### config.mk
export PLATFORM = sky130hd
export DESIGN_NAME = graph_m_coloring_backtrack
export DESIGN_NICKNAME = d
export VERILOG_FILES = /design/src/hw/rtl/gmc_pkg.sv /design/src/hw/rtl/graph_m_coloring_backtrack.sv /design/src/hw/rtl/gmc_unit.sv
export SDC_FILE = /design/constraint.sdc
export NUM_CORES = 1
export LEC_CHECK = 0
export BUFFER_PORTS_ARGS = -buffer_cell sky130_fd_sc_hd__buf_4
export CAP_MARGIN = 20
export CORE_UTILIZATION = 55
export CTS_BUF_LIST = sky130_fd_sc_hd__clkbuf_8 sky130_fd_sc_hd__clkbuf_16
export DETAILED_ROUTE_END_ITERATION = 8
export GPL_TIMING_DRIVEN = 0
export PLACE_DENSITY = 0.74
export SYNTH_ARGS = -nofsm -noshare
export SYNTH_HDL_FRONTEND = slang
export SYNTH_SLANG_ARGS = --single-unit
### constraint.sdc
create_clock -name clk -period 5.6 [get_ports clk]
set_clock_uncertainty 0.05 [all_clocks]
set_input_delay 0.28 -clock clk [delete_from_list [all_inputs] [get_ports clk]]
set_output_delay 0.28 -clock clk [all_outputs]
set_load 0.05 [all_outputs]
### src/hw/rtl/gmc_pkg.sv
`default_nettype none
package gmc_pkg;

	// sizes
	localparam int NUM_VERT   = 16;
	localparam int MAX_COLORS = 15;
	localparam int VIDX_W     = 4;
	localparam int VCNT_W     = 5;
	localparam int COLOR_W    = 4;
	localparam int CAND_W     = 5;
	localparam int CFG_DATA_W = 5;

	// reset values of the configuration registers
	localparam logic [COLOR_W-1:0] COLOR_LIMIT_RST  = 4'd3;
	localparam logic [VCNT_W-1:0]  VERTEX_COUNT_RST = 5'd0;

	// configuration register indexes
	localparam logic REG_COLOR_LIMIT  = 1'b0;
	localparam logic REG_VERTEX_COUNT = 1'b1;

	// item opcodes
	localparam logic OP_LOAD  = 1'b0;
	localparam logic OP_SOLVE = 1'b1;

	typedef struct packed {
		logic                  opcode;
		logic [VIDX_W-1:0]     row_index;
		logic [NUM_VERT-1:0]   row_bits;
	} item_t;

	typedef struct packed {
		logic [VIDX_W-1:0]  vertex;
		logic [COLOR_W-1:0] color;
		logic               success;
		logic               last;
	} result_t;

	// sequencer controls for the color store
	typedef struct packed {
		logic               clear_all;
		logic               set_en;
		logic [VIDX_W-1:0]  set_idx;
		logic [COLOR_W-1:0] set_color;
		logic               pm_en;
		logic [VIDX_W-1:0]  pm_idx;
		logic [COLOR_W-1:0] pm_val;
	} color_ctl_t;

endpackage
`default_nettype wire

### src/hw/rtl/graph_m_coloring_backtrack.sv
// Load item: busy stays low, no result.
// Solve item: a setup step per vertex visit, then candidate colors tested one at a time by the
// shared safety check, and a further step when a vertex runs out of colors; exponential worst case.
// Results follow back to back, one per cycle, n of them on success (one if n is zero, one on failure).
// Reset (async, active low) clears the sequencer, colors and registers (limit 3, count 0).
// Results are strobed for one cycle; the receiver cannot stall.
`default_nettype none
module graph_m_coloring_backtrack (
	input  wire logic                           clk,
	input  wire logic                           arst_n,
	input  wire logic                           cfg_valid,
	output logic                                cfg_ready,
	input  wire logic                           cfg_index,
	input  wire logic [gmc_pkg::CFG_DATA_W-1:0] cfg_data,
	input  wire logic                           start,
	input  wire gmc_pkg::item_t                 item,
	output logic                                busy,
	output logic                                result_valid,
	output gmc_pkg::result_t                    result
);

	localparam logic [1:0] ST_IDLE  = 2'd0;
	localparam logic [1:0] ST_SETUP = 2'd1;
	localparam logic [1:0] ST_TRY   = 2'd2;
	localparam logic [1:0] ST_EMIT  = 2'd3;

	logic [1:0]                        state_q;
	logic [gmc_pkg::COLOR_W-1:0]       limit_q;
	logic [gmc_pkg::VCNT_W-1:0]        count_q;
	logic [gmc_pkg::VCNT_W-1:0]        n_q;
	logic [gmc_pkg::COLOR_W-1:0]       m_q;
	logic [gmc_pkg::VCNT_W-1:0]        v_q;
	logic [gmc_pkg::VIDX_W-1:0]        k_q;
	logic [gmc_pkg::CAND_W-1:0]        cand_q;
	logic [gmc_pkg::CAND_W-1:0]        top_q;
	logic [gmc_pkg::NUM_VERT-1:0]      row_q;
	logic [gmc_pkg::NUM_VERT-1:0]      adj_q [gmc_pkg::NUM_VERT];
	logic                              res_valid_q;
	gmc_pkg::result_t                  res_q;

	gmc_pkg::color_ctl_t               ctl;
	logic [gmc_pkg::VIDX_W-1:0]        rd_idx;
	logic                              safe;
	logic [gmc_pkg::COLOR_W-1:0]       color_rd;
	logic [gmc_pkg::COLOR_W-1:0]       pm_rd;
	logic                              accept;
	logic [gmc_pkg::CAND_W-1:0]        top_raw;
	logic                              last_k;

	assign cfg_ready    = 1'b1;
	assign busy         = (state_q != ST_IDLE);
	assign accept       = start && !busy;
	assign result_valid = res_valid_q;
	assign result       = res_q;

	assign rd_idx  = (state_q == ST_EMIT) ? k_q : v_q[gmc_pkg::VIDX_W-1:0];
	assign top_raw = {1'b0, pm_rd} + gmc_pkg::CAND_W'(1);
	assign last_k  = ({1'b0, k_q} + gmc_pkg::VCNT_W'(1)) == n_q;

	// configuration registers
	always_ff @(posedge clk or negedge arst_n) begin
		if (!arst_n) begin
			limit_q <= gmc_pkg::COLOR_LIMIT_RST;
			count_q <= gmc_pkg::VERTEX_COUNT_RST;
		end else if (cfg_valid && cfg_ready) begin
			case (cfg_index)
				gmc_pkg::REG_COLOR_LIMIT:  limit_q <= cfg_data[gmc_pkg::COLOR_W-1:0];
				gmc_pkg::REG_VERTEX_COUNT: count_q <= cfg_data;
				default: ;
			endcase
		end
	end

	// adjacency rows, undefined until loaded
	always_ff @(posedge clk) begin
		if (accept && item.opcode == gmc_pkg::OP_LOAD) begin
			adj_q[item.row_index] <= item.row_bits;
		end
	end

	// color store controls
	always_comb begin
		ctl = '0;
		ctl.clear_all = accept && item.opcode == gmc_pkg::OP_SOLVE;
		case (state_q)
			ST_SETUP: begin
				if (v_q != n_q) begin
					ctl.set_en  = 1'b1;
					ctl.set_idx = v_q[gmc_pkg::VIDX_W-1:0];
				end
			end
			ST_TRY: begin
				if (cand_q <= top_q && safe) begin
					ctl.set_en    = 1'b1;
					ctl.set_idx   = v_q[gmc_pkg::VIDX_W-1:0];
					ctl.set_color = cand_q[gmc_pkg::COLOR_W-1:0];
					ctl.pm_en     = (v_q + gmc_pkg::VCNT_W'(1)) < gmc_pkg::VCNT_W'(gmc_pkg::NUM_VERT);
					ctl.pm_idx    = gmc_pkg::VIDX_W'(v_q + gmc_pkg::VCNT_W'(1));
					ctl.pm_val    = (cand_q[gmc_pkg::COLOR_W-1:0] > pm_rd)
						? cand_q[gmc_pkg::COLOR_W-1:0] : pm_rd;
				end
			end
			default: ;
		endcase
	end

	gmc_unit u_unit (
		.clk      (clk),
		.arst_n   (arst_n),
		.ctl      (ctl),
		.rd_idx   (rd_idx),
		.row      (row_q),
		.n        (n_q),
		.cand     (cand_q),
		.safe     (safe),
		.color_rd (color_rd),
		.pm_rd    (pm_rd)
	);

	// search sequencer
	always_ff @(posedge clk or negedge arst_n) begin
		if (!arst_n) begin
			state_q     <= ST_IDLE;
			n_q         <= '0;
			m_q         <= '0;
			v_q         <= '0;
			k_q         <= '0;
			cand_q      <= '0;
			top_q       <= '0;
		end else begin
			case (state_q)
				ST_IDLE: begin
					if (accept && item.opcode == gmc_pkg::OP_SOLVE) begin
						n_q <= (count_q > gmc_pkg::VCNT_W'(gmc_pkg::NUM_VERT))
							? gmc_pkg::VCNT_W'(gmc_pkg::NUM_VERT) : count_q;
						m_q <= (limit_q > gmc_pkg::COLOR_W'(gmc_pkg::MAX_COLORS))
							? gmc_pkg::COLOR_W'(gmc_pkg::MAX_COLORS) : limit_q;
						v_q     <= '0;
						state_q <= ST_SETUP;
					end
				end
				ST_SETUP: begin
					if (v_q == n_q) begin
						k_q     <= '0;
						state_q <= ST_EMIT;
					end else begin
						cand_q  <= {1'b0, color_rd} + gmc_pkg::CAND_W'(1);
						top_q   <= (top_raw > {1'b0, m_q}) ? {1'b0, m_q} : top_raw;
						state_q <= ST_TRY;
					end
				end
				ST_TRY: begin
					if (cand_q > top_q) begin
						// no color left: step back or give up
						if (v_q == '0) begin
							state_q <= ST_IDLE;
						end else begin
							v_q     <= v_q - gmc_pkg::VCNT_W'(1);
							state_q <= ST_SETUP;
						end
					end else if (safe) begin
						v_q     <= v_q + gmc_pkg::VCNT_W'(1);
						state_q <= ST_SETUP;
					end else begin
						cand_q <= cand_q + gmc_pkg::CAND_W'(1);
					end
				end
				ST_EMIT: begin
					if (n_q == '0 || last_k) begin
						state_q <= ST_IDLE;
					end else begin
						k_q <= k_q + gmc_pkg::VIDX_W'(1);
					end
				end
				default: state_q <= ST_IDLE;
			endcase
		end
	end

	// result strobe: every emit cycle, or the search giving up at vertex zero
	always_ff @(posedge clk or negedge arst_n) begin
		if (!arst_n) begin
			res_valid_q <= 1'b0;
		end else begin
			res_valid_q <= (state_q == ST_EMIT)
				|| (state_q == ST_TRY && cand_q > top_q && v_q == '0);
		end
	end

	// adjacency row of the vertex being colored
	always_ff @(posedge clk) begin
		if (state_q == ST_SETUP) begin
			row_q <= adj_q[v_q[gmc_pkg::VIDX_W-1:0]];
		end
	end

	// result payload
	always_ff @(posedge clk) begin
		if (state_q == ST_TRY) begin
			res_q <= '{vertex: '0, color: '0, success: 1'b0, last: 1'b1};
		end else if (state_q == ST_EMIT) begin
			if (n_q == '0) begin
				res_q <= '{vertex: '0, color: '0, success: 1'b1, last: 1'b1};
			end else begin
				res_q <= '{vertex: k_q, color: color_rd, success: 1'b1, last: last_k};
			end
		end
	end

endmodule
`default_nettype wire

### src/hw/rtl/gmc_unit.sv
`default_nettype none
module gmc_unit (
	input  wire logic                         clk,
	input  wire logic                         arst_n,
	input  wire gmc_pkg::color_ctl_t          ctl,
	input  wire logic [gmc_pkg::VIDX_W-1:0]   rd_idx,
	input  wire logic [gmc_pkg::NUM_VERT-1:0] row,
	input  wire logic [gmc_pkg::VCNT_W-1:0]   n,
	input  wire logic [gmc_pkg::CAND_W-1:0]   cand,
	output logic                              safe,
	output logic [gmc_pkg::COLOR_W-1:0]       color_rd,
	output logic [gmc_pkg::COLOR_W-1:0]       pm_rd
);

	logic [gmc_pkg::COLOR_W-1:0] colors_q [gmc_pkg::NUM_VERT];
	// largest color among the vertices below each index
	logic [gmc_pkg::COLOR_W-1:0] pmax_q [gmc_pkg::NUM_VERT];
	logic [gmc_pkg::NUM_VERT-1:0] hit;

	// vertex colors, cleared at the start of every search
	always_ff @(posedge clk or negedge arst_n) begin
		if (!arst_n) begin
			for (int i = 0; i < gmc_pkg::NUM_VERT; i++) begin
				colors_q[i] <= '0;
			end
		end else if (ctl.clear_all) begin
			for (int i = 0; i < gmc_pkg::NUM_VERT; i++) begin
				colors_q[i] <= '0;
			end
		end else if (ctl.set_en) begin
			colors_q[ctl.set_idx] <= ctl.set_color;
		end
	end

	// prefix maximum, entry zero always reads as zero
	always_ff @(posedge clk) begin
		if (ctl.pm_en) begin
			pmax_q[ctl.pm_idx] <= ctl.pm_val;
		end
	end

	assign color_rd = colors_q[rd_idx];
	assign pm_rd    = (rd_idx == '0) ? '0 : pmax_q[rd_idx];

	// one safety check per cycle: any colored neighbor below n with this color
	always_comb begin
		for (int i = 0; i < gmc_pkg::NUM_VERT; i++) begin
			hit[i] = row[i] && (gmc_pkg::VCNT_W'(i) < n) && !cand[gmc_pkg::CAND_W-1]
				&& (colors_q[i] == cand[gmc_pkg::COLOR_W-1:0]);
		end
		safe = ~|hit;
	end

endmodule
`default_nettype wire

## After elaboration in Yosys (flattened, before gate mapping)

Memories as Yosys holds them, arrays and structs flattened. A register that Yosys moved wholly into a read port is not among the register bits.
Index checks and enable logic that the tools add are counted.

| word-level totals | value |
|---|---|
| flip-flop bits (word level) | 114 |
| memory bits (writable) | 320 |
| logic and storage cells | 221 |
| memories kept | 2 |

Memory list:

| name | depth | width | read ports | clocked after memory_dff | wr ports | RTL line | source |
|---|---|---|---|---|---|---|---|
| adj_q | 16 | 16 | 1 | 1 | 1 | graph_m_coloring_backtrack.sv:37 | `logic [gmc_pkg::NUM_VERT-1:0] adj_q [gmc_pkg::NUM_VERT];` |
| u_unit.pmax_q | 16 | 4 | 1 | 0 | 1 | gmc_unit.sv:17 | `logic [gmc_pkg::COLOR_W-1:0] pmax_q [gmc_pkg::NUM_VERT];` |

| cells by class | value |
|---|---|
| $add $sub $neg | 7 |
| $lt $le $gt $ge | 26 |
| equality and inequality tests | 31 |
| mux-type cells | 42 |
| bitwise logic cells | 5 |
| reductions and logical operators | 78 |

Operators with widths:

| kind | count |
|---|---|
| two-way mux 64 bit | 2 |
| bitwise mux 64 bit | 1 |
| == test 4 bit | 16 |
| logical AND 1 bit | 55 |
| two-way mux 5 bit | 10 |
| less-than comparator 4 x 5 -> 1 bit, first input constant | 8 |
| two-way mux 4 bit | 9 |
| one-hot mux 5 bit (2 select lines) | 3 |
| less-than comparator 3 x 5 -> 1 bit, first input constant | 4 |
| two-way mux 18 bit | 1 |
| binary-select mux 4 bit (select 4 bit) | 1 |
| demux 4 bit (select 4 bit) | 1 |
| OR reduction 16 bit | 1 |
| adder 4 x 1 -> 5 bit, second input constant | 3 |
| two-way mux 13 bit | 1 |
| adder 5 x 1 -> 5 bit, second input constant | 2 |
| == test 5 bit | 2 |
| >= comparator 5 bit, second input constant | 2 |
| logical NOT 5 bit | 2 |
| less-than comparator 1 x 5 -> 1 bit, first input constant | 2 |
| less-than comparator 2 x 5 -> 1 bit, first input constant | 2 |
| two-way mux 10 bit | 1 |
| inequality test 2 bit, second input constant | 5 |
| inverter 4 -> 5 bit | 2 |
| other kinds (28) | 53 |

## Logic depth before layout (Yosys ltp)

| logic depth | value |
|---|---|
| depth in word-level cells | 17 |
| mapped depth | 18 |
| depth with buffers taken out | 15 |

## Hierarchy

A second synthesis with hierarchy kept.

| second synthesis, totals | value |
|---|---|
| cells, all modules | 1279 |
| area total of the unflattened synthesis | 20224.4 um^2 |

By module, submodules not included:

| module | instances | cells each | area an instance (um^2) | sequential area each (um^2) |
|---|---|---|---|---|
| graph_m_coloring_backtrack | 1 | 764 | 13568.0 | 9371.5 |
| gmc_unit | 1 | 515 | 6656.4 | 3523.4 |

## Worst setup path after synthesis

Ideal clock, no wire load.

| timing path | value |
|---|---|
| kind | flip-flop to flip-flop |
| from | register state_q[0] |
| to | memory u_unit.pmax_q[10][2] (netlist name), data pin |
| arrival | 3861 ps |
| data required time | 5274 ps |
| setup slack | 1413 ps |
| stages on the path, launching flop included | 18 |
| buffers on the path | 3 |
| clock period less this slack | 4187 ps |
| cells stage by stage | dfrtp_1 ha_1 buf_2 mux2_2 buf_2 buf_2 mux4_2 a22oi_1 o211ai_1 inv_1 ha_1 nor2b_1 o21ai_0 nand2b_1 a21oi_1 a41o_1 mux2i_1 nor2b_1 |

RTL lines:

| what | RTL line | source |
|---|---|---|
| start, declared | graph_m_coloring_backtrack.sv:27 | `logic [1:0] state_q;` |
| start signal, assigned | graph_m_coloring_backtrack.sv:123 | `state_q <= ST_IDLE;` |
| start signal, assigned | graph_m_coloring_backtrack.sv:139 | `state_q <= ST_SETUP;` |
| start signal, assigned | graph_m_coloring_backtrack.sv:145 | `state_q <= ST_EMIT;` |
| end, declared | gmc_unit.sv:17 |  |

==> impl_summary.log <==
INFO  metric wire_length_of_the_first_global_routing_pass = 79200 um
INFO  metric die_area = 37300 sq um
INFO  metric hold_path.class = in2reg
INFO  metric htree_levels = 2
INFO  metric timing.hold.ws = 0.0772 ns
INFO  metric syn_nets = 1342
INFO  metric mostFrequentLayoutCell = sky130_fd_sc_hd__edfxtp_1
INFO  metric worst-setup-path-type = reg2reg
INFO  metric largest_net_degree_at_the_start_of_global_routing = 63
INFO  metric final_setup_fails = 0
INFO  metric drt-total-wl = 52700 um
INFO  metric via_count_of_the_first_global_routing_pass = 12400
INFO  metric tritoncts_num_sinks = 446
INFO  metric fin_ws = 0.225 ns
INFO  metric dpl_cell_area = 21400 sq um
INFO  metric totalPowerFinal = 11.2 mW
INFO  metric tritoncts_clock_tree = built
INFO  metric start_util = 0.563
INFO  metric final_design_area_no_fill = 23200 sq um
INFO  metric synth-warning-count = 0
INFO  metric post-route-min-period = 5.37 ns
INFO  metric drive_above_1_share = 0.228
INFO  metric failed_checks = DRC
INFO  metric firstDrtPassIters = 9
INFO  metric synth.lib_cells_used.distinct = 67
INFO  metric leading_register_cell_type_out_of_synthesis = sky130_fd_sc_hd__edfxtp_1
INFO  metric worst_slew_pin_slew = 1.05 ns
INFO  metric final.setup.tns = 0 ns
INFO  metric place_congestion = 0.966
INFO  metric post_cts_repair_setup_buffers = 0
INFO  metric clk_pin_slew_worst_setup_hold_paths = 0.06 ns
INFO  metric global_route.usage.total = 0.288
INFO  metric critPathRequiredTime = 5.84 ns
INFO  metric number_of_violations_reported_at_the_end_of_detailed_routing_iteration_0 = 1293
INFO  metric final_net_count = 1477
INFO  metric static-leakage-power = 8.80 nW
INFO  metric clkLatencyLatePin = 0.59 ns
INFO  metric report.final.slew_viol_count = 0
INFO  metric synthesis.area = 20100 sq um
INFO  metric synth_seq_cells = 446
INFO  metric syn2layout_area_growth = 15.5%
INFO  metric global_route.overflow_total = 0
INFO  metric synth_sequential_area_ratio = 0.635
INFO  metric io_pins = 44
INFO  metric max-slew-margin-rel = 0.301
INFO  metric crit_path_end_kind = flop
INFO  metric grt_antenna_before_repair = 1
INFO  metric core_area = 35700 sq um
INFO  metric run_status = finished, violations left
INFO  metric post-route-drc-count = 1
INFO  metric die_y = 193 um
INFO  metric die_w = 193 um
INFO  metric fmaxAchievable = 0.186 GHz
INFO  metric detailedPlacementHpwl = 35600 um
INFO  metric num_rows = 69
INFO  metric maxCapViolations = 0
INFO  metric rsz_0062_raised_after_global_routing = no
INFO  metric synthesis.instances = 1288
INFO  metric period_utilisation_layout = 0.960
INFO  metric ant_nets = 0
INFO  metric dp_slack = -0.174 ns
INFO  metric report.final.hold_viol_count = 0
INFO  metric clock_tree.root_cell = sky130_fd_sc_hd__clkbuf_16
INFO  metric via_count = 12300
INFO  metric power_per_cell_area = 483 nW/um^2
INFO  metric async_flop_share = 0.233
INFO  metric most_used_cells_in_the_layout_excluding_fill_and_tap_cells = sky130_fd_sc_hd__edfxtp_1 (332), sky130_fd_sc_hd__nand2_1 (119), sky130_fd_sc_hd__mux4_2 (103)
INFO  metric cts_max_path_buffers = 3
INFO  metric critical_path.startpoint_type = flop
INFO  metric peakVddDrop = 0.374 mV
INFO  metric critical_path.max_fanout = 15
INFO  metric synthesis.area_per_instance = 15.6 sq um
INFO  metric buffer_ports.inserted = 42
INFO  metric avgRoutedWirePerCell = 27.4 um
INFO  metric numCtsBuffers = 45
INFO  metric synth_edf_count = 332
INFO  metric cp_data_arrival_time = 5.62 ns
INFO  metric viasPerCell = 6.40
==> per-layer routing <==
| layer | track usage | up-vias | wire length [um] |
|---|---|---|---|
| met5 | 0 | - | 0 |
| met4 | 0.115 | 0 | 1990 |
| met3 | 0.0509 | 142 | 4060 |
| met2 | 0.472 | 617 | 25800 |
| met1 | 0.387 | 6330 | 20800 |
| li1 | - | 5214 | - |
==> worst paths after layout <==
check	startpoint	endpoint	slack [ns]	cells after the start
worst max-delay path	state_q[0]$_DFFE_PN0P_	u_unit.pmax_q[5][0]$_DFFE_PP_	0.23	18
worst min-delay path	item[17]	adj_q[12][1]$_DFFE_PP_	0.08	2
worst max register to register	state_q[0]$_DFFE_PN0P_	u_unit.pmax_q[5][0]$_DFFE_PP_	0.23	18
worst min register to register	result[4]$_SDFFE_PP0N_	result[4]$_SDFFE_PP0N_	0.43	1
max in group asynchronous	arst_n	limit_q[0]$_DFFE_PN1P_	4.51	3
min in group asynchronous	arst_n	u_unit.colors_q[32]$_DFFE_PN0P_	0.21	2
==> registers in the layout, summed over array words and instances, names as in the netlist <==
register	flops
count_q	5
k_q	4
cand_q	5
u_unit.colors_q	64
row_q	16
result_valid	1
u_unit.pmax_q	60
top_q	5
result	10
n_q	5
state_q	2
m_q	4
adj_q	256
limit_q	4
v_q	5
==> per-stage QoR <==
stage | instances | util
after floorplan | 1288 | -
after global placement | 1791 | 0.588
after detailed placement | 1812 | 0.599
after CTS | 1917 | 0.648
after global routing | 1921 | 0.650
final | 1921 | 0.650
==> Yosys cell counts, types with 7 or more instances <==
cell | n | share of area
sky130_fd_sc_hd__a21oi_1 | 8 | 0.0020
sky130_fd_sc_hd__a22o_1 | 7 | 0.0030
sky130_fd_sc_hd__a22oi_1 | 7 | 0.0026
sky130_fd_sc_hd__and2_1 | 8 | 0.0025
sky130_fd_sc_hd__buf_1 | 12 | 0.0022
sky130_fd_sc_hd__buf_2 | 13 | 0.0032
sky130_fd_sc_hd__clkbuf_1 | 41 | 0.0077
sky130_fd_sc_hd__dfrtp_1 | 102 | 0.13
sky130_fd_sc_hd__dfxtp_1 | 10 | 0.010
sky130_fd_sc_hd__edfxtp_1 | 332 | 0.50
sky130_fd_sc_hd__ha_1 | 23 | 0.014
sky130_fd_sc_hd__inv_1 | 24 | 0.0045
sky130_fd_sc_hd__mux2_2 | 27 | 0.015
sky130_fd_sc_hd__mux2i_1 | 92 | 0.046
sky130_fd_sc_hd__mux4_2 | 103 | 0.12
sky130_fd_sc_hd__nand2_1 | 119 | 0.022
sky130_fd_sc_hd__nand2b_1 | 17 | 0.0053
sky130_fd_sc_hd__nand3_1 | 24 | 0.0060
sky130_fd_sc_hd__nand4_1 | 12 | 0.0037
sky130_fd_sc_hd__nor2_1 | 63 | 0.012
sky130_fd_sc_hd__nor2b_1 | 12 | 0.0037
sky130_fd_sc_hd__nor3_1 | 18 | 0.0045
sky130_fd_sc_hd__nor4_1 | 9 | 0.0028
sky130_fd_sc_hd__o211ai_1 | 7 | 0.0026
sky130_fd_sc_hd__o211ai_2 | 12 | 0.0075
sky130_fd_sc_hd__o21ai_0 | 26 | 0.0065
sky130_fd_sc_hd__xnor2_1 | 28 | 0.012
sky130_fd_sc_hd__xor2_1 | 52 | 0.023
==> worst max-delay path: stages (launching register included) <==
cell	delay, ns
sky130_fd_sc_hd__dfrtp_1	0.43
sky130_fd_sc_hd__ha_1	0.22
sky130_fd_sc_hd__buf_2	0.18
sky130_fd_sc_hd__mux2_2	0.24
sky130_fd_sc_hd__buf_2	0.31
sky130_fd_sc_hd__buf_2	0.51
sky130_fd_sc_hd__mux4_2	0.57
sky130_fd_sc_hd__a22oi_1	0.30
sky130_fd_sc_hd__o211ai_1	0.30
sky130_fd_sc_hd__inv_1	0.13
sky130_fd_sc_hd__ha_1	0.24
sky130_fd_sc_hd__nor2b_1	0.13
sky130_fd_sc_hd__o21ai_0	0.14
sky130_fd_sc_hd__nand2b_1	0.08
sky130_fd_sc_hd__a21oi_1	0.14
sky130_fd_sc_hd__a41o_1	0.28
sky130_fd_sc_hd__nand2_1	0.08
sky130_fd_sc_hd__o21ai_0	0.19
sky130_fd_sc_hd__and2_1	0.56
==> repair_timing <==
action | in CTS | in global routing
setup endpoints to repair | 30 | 46
resized for setup | 2 | 3
endpoints found under the hold margin | 307 | 0
pin swaps | 0 | 0
hold buffers | 22 | 0
cloned | 0 | 0
==> cell families (layout without fill, tap and decap cells) <==
family	Yosys count	after routing	share of synthesized area
AND/OR/NAND/NOR	308	308	0.0753
buffers and inverters	95	266	0.0203
adder cells (fa/ha/maj)	23	23	0.0143
other	1	2	0.000186
XOR/XNOR	80	80	0.0348
flip-flops	446	446	0.635
AO/OA/AOI/OAI	113	113	0.0438
multiplexers	222	222	0.176
==> power by group <==
part	total, mW	leakage, nW	internal, mW	switching (mW)
clock network	3.09	0.801	1.81	1.28
registers	4.03	4.51	3.85	0.182
logic	4.09	3.49	1.62	2.48
==> cell type report <==
type / count / area, sq um
diodes: 1 / 2.50
plain buffers: 71 / 319
clock buffers: 54 / 1270
clock inverters: 29 / 272
fillers: 2476 / 12500
inverters: 24 / 90.1
multi-input cells: 747 / 6990
flip-flops and latches: 446 / 12800
well taps: 461 / 577
repair buffers: 88 / 932
Power figures use the tool's default switching activity.
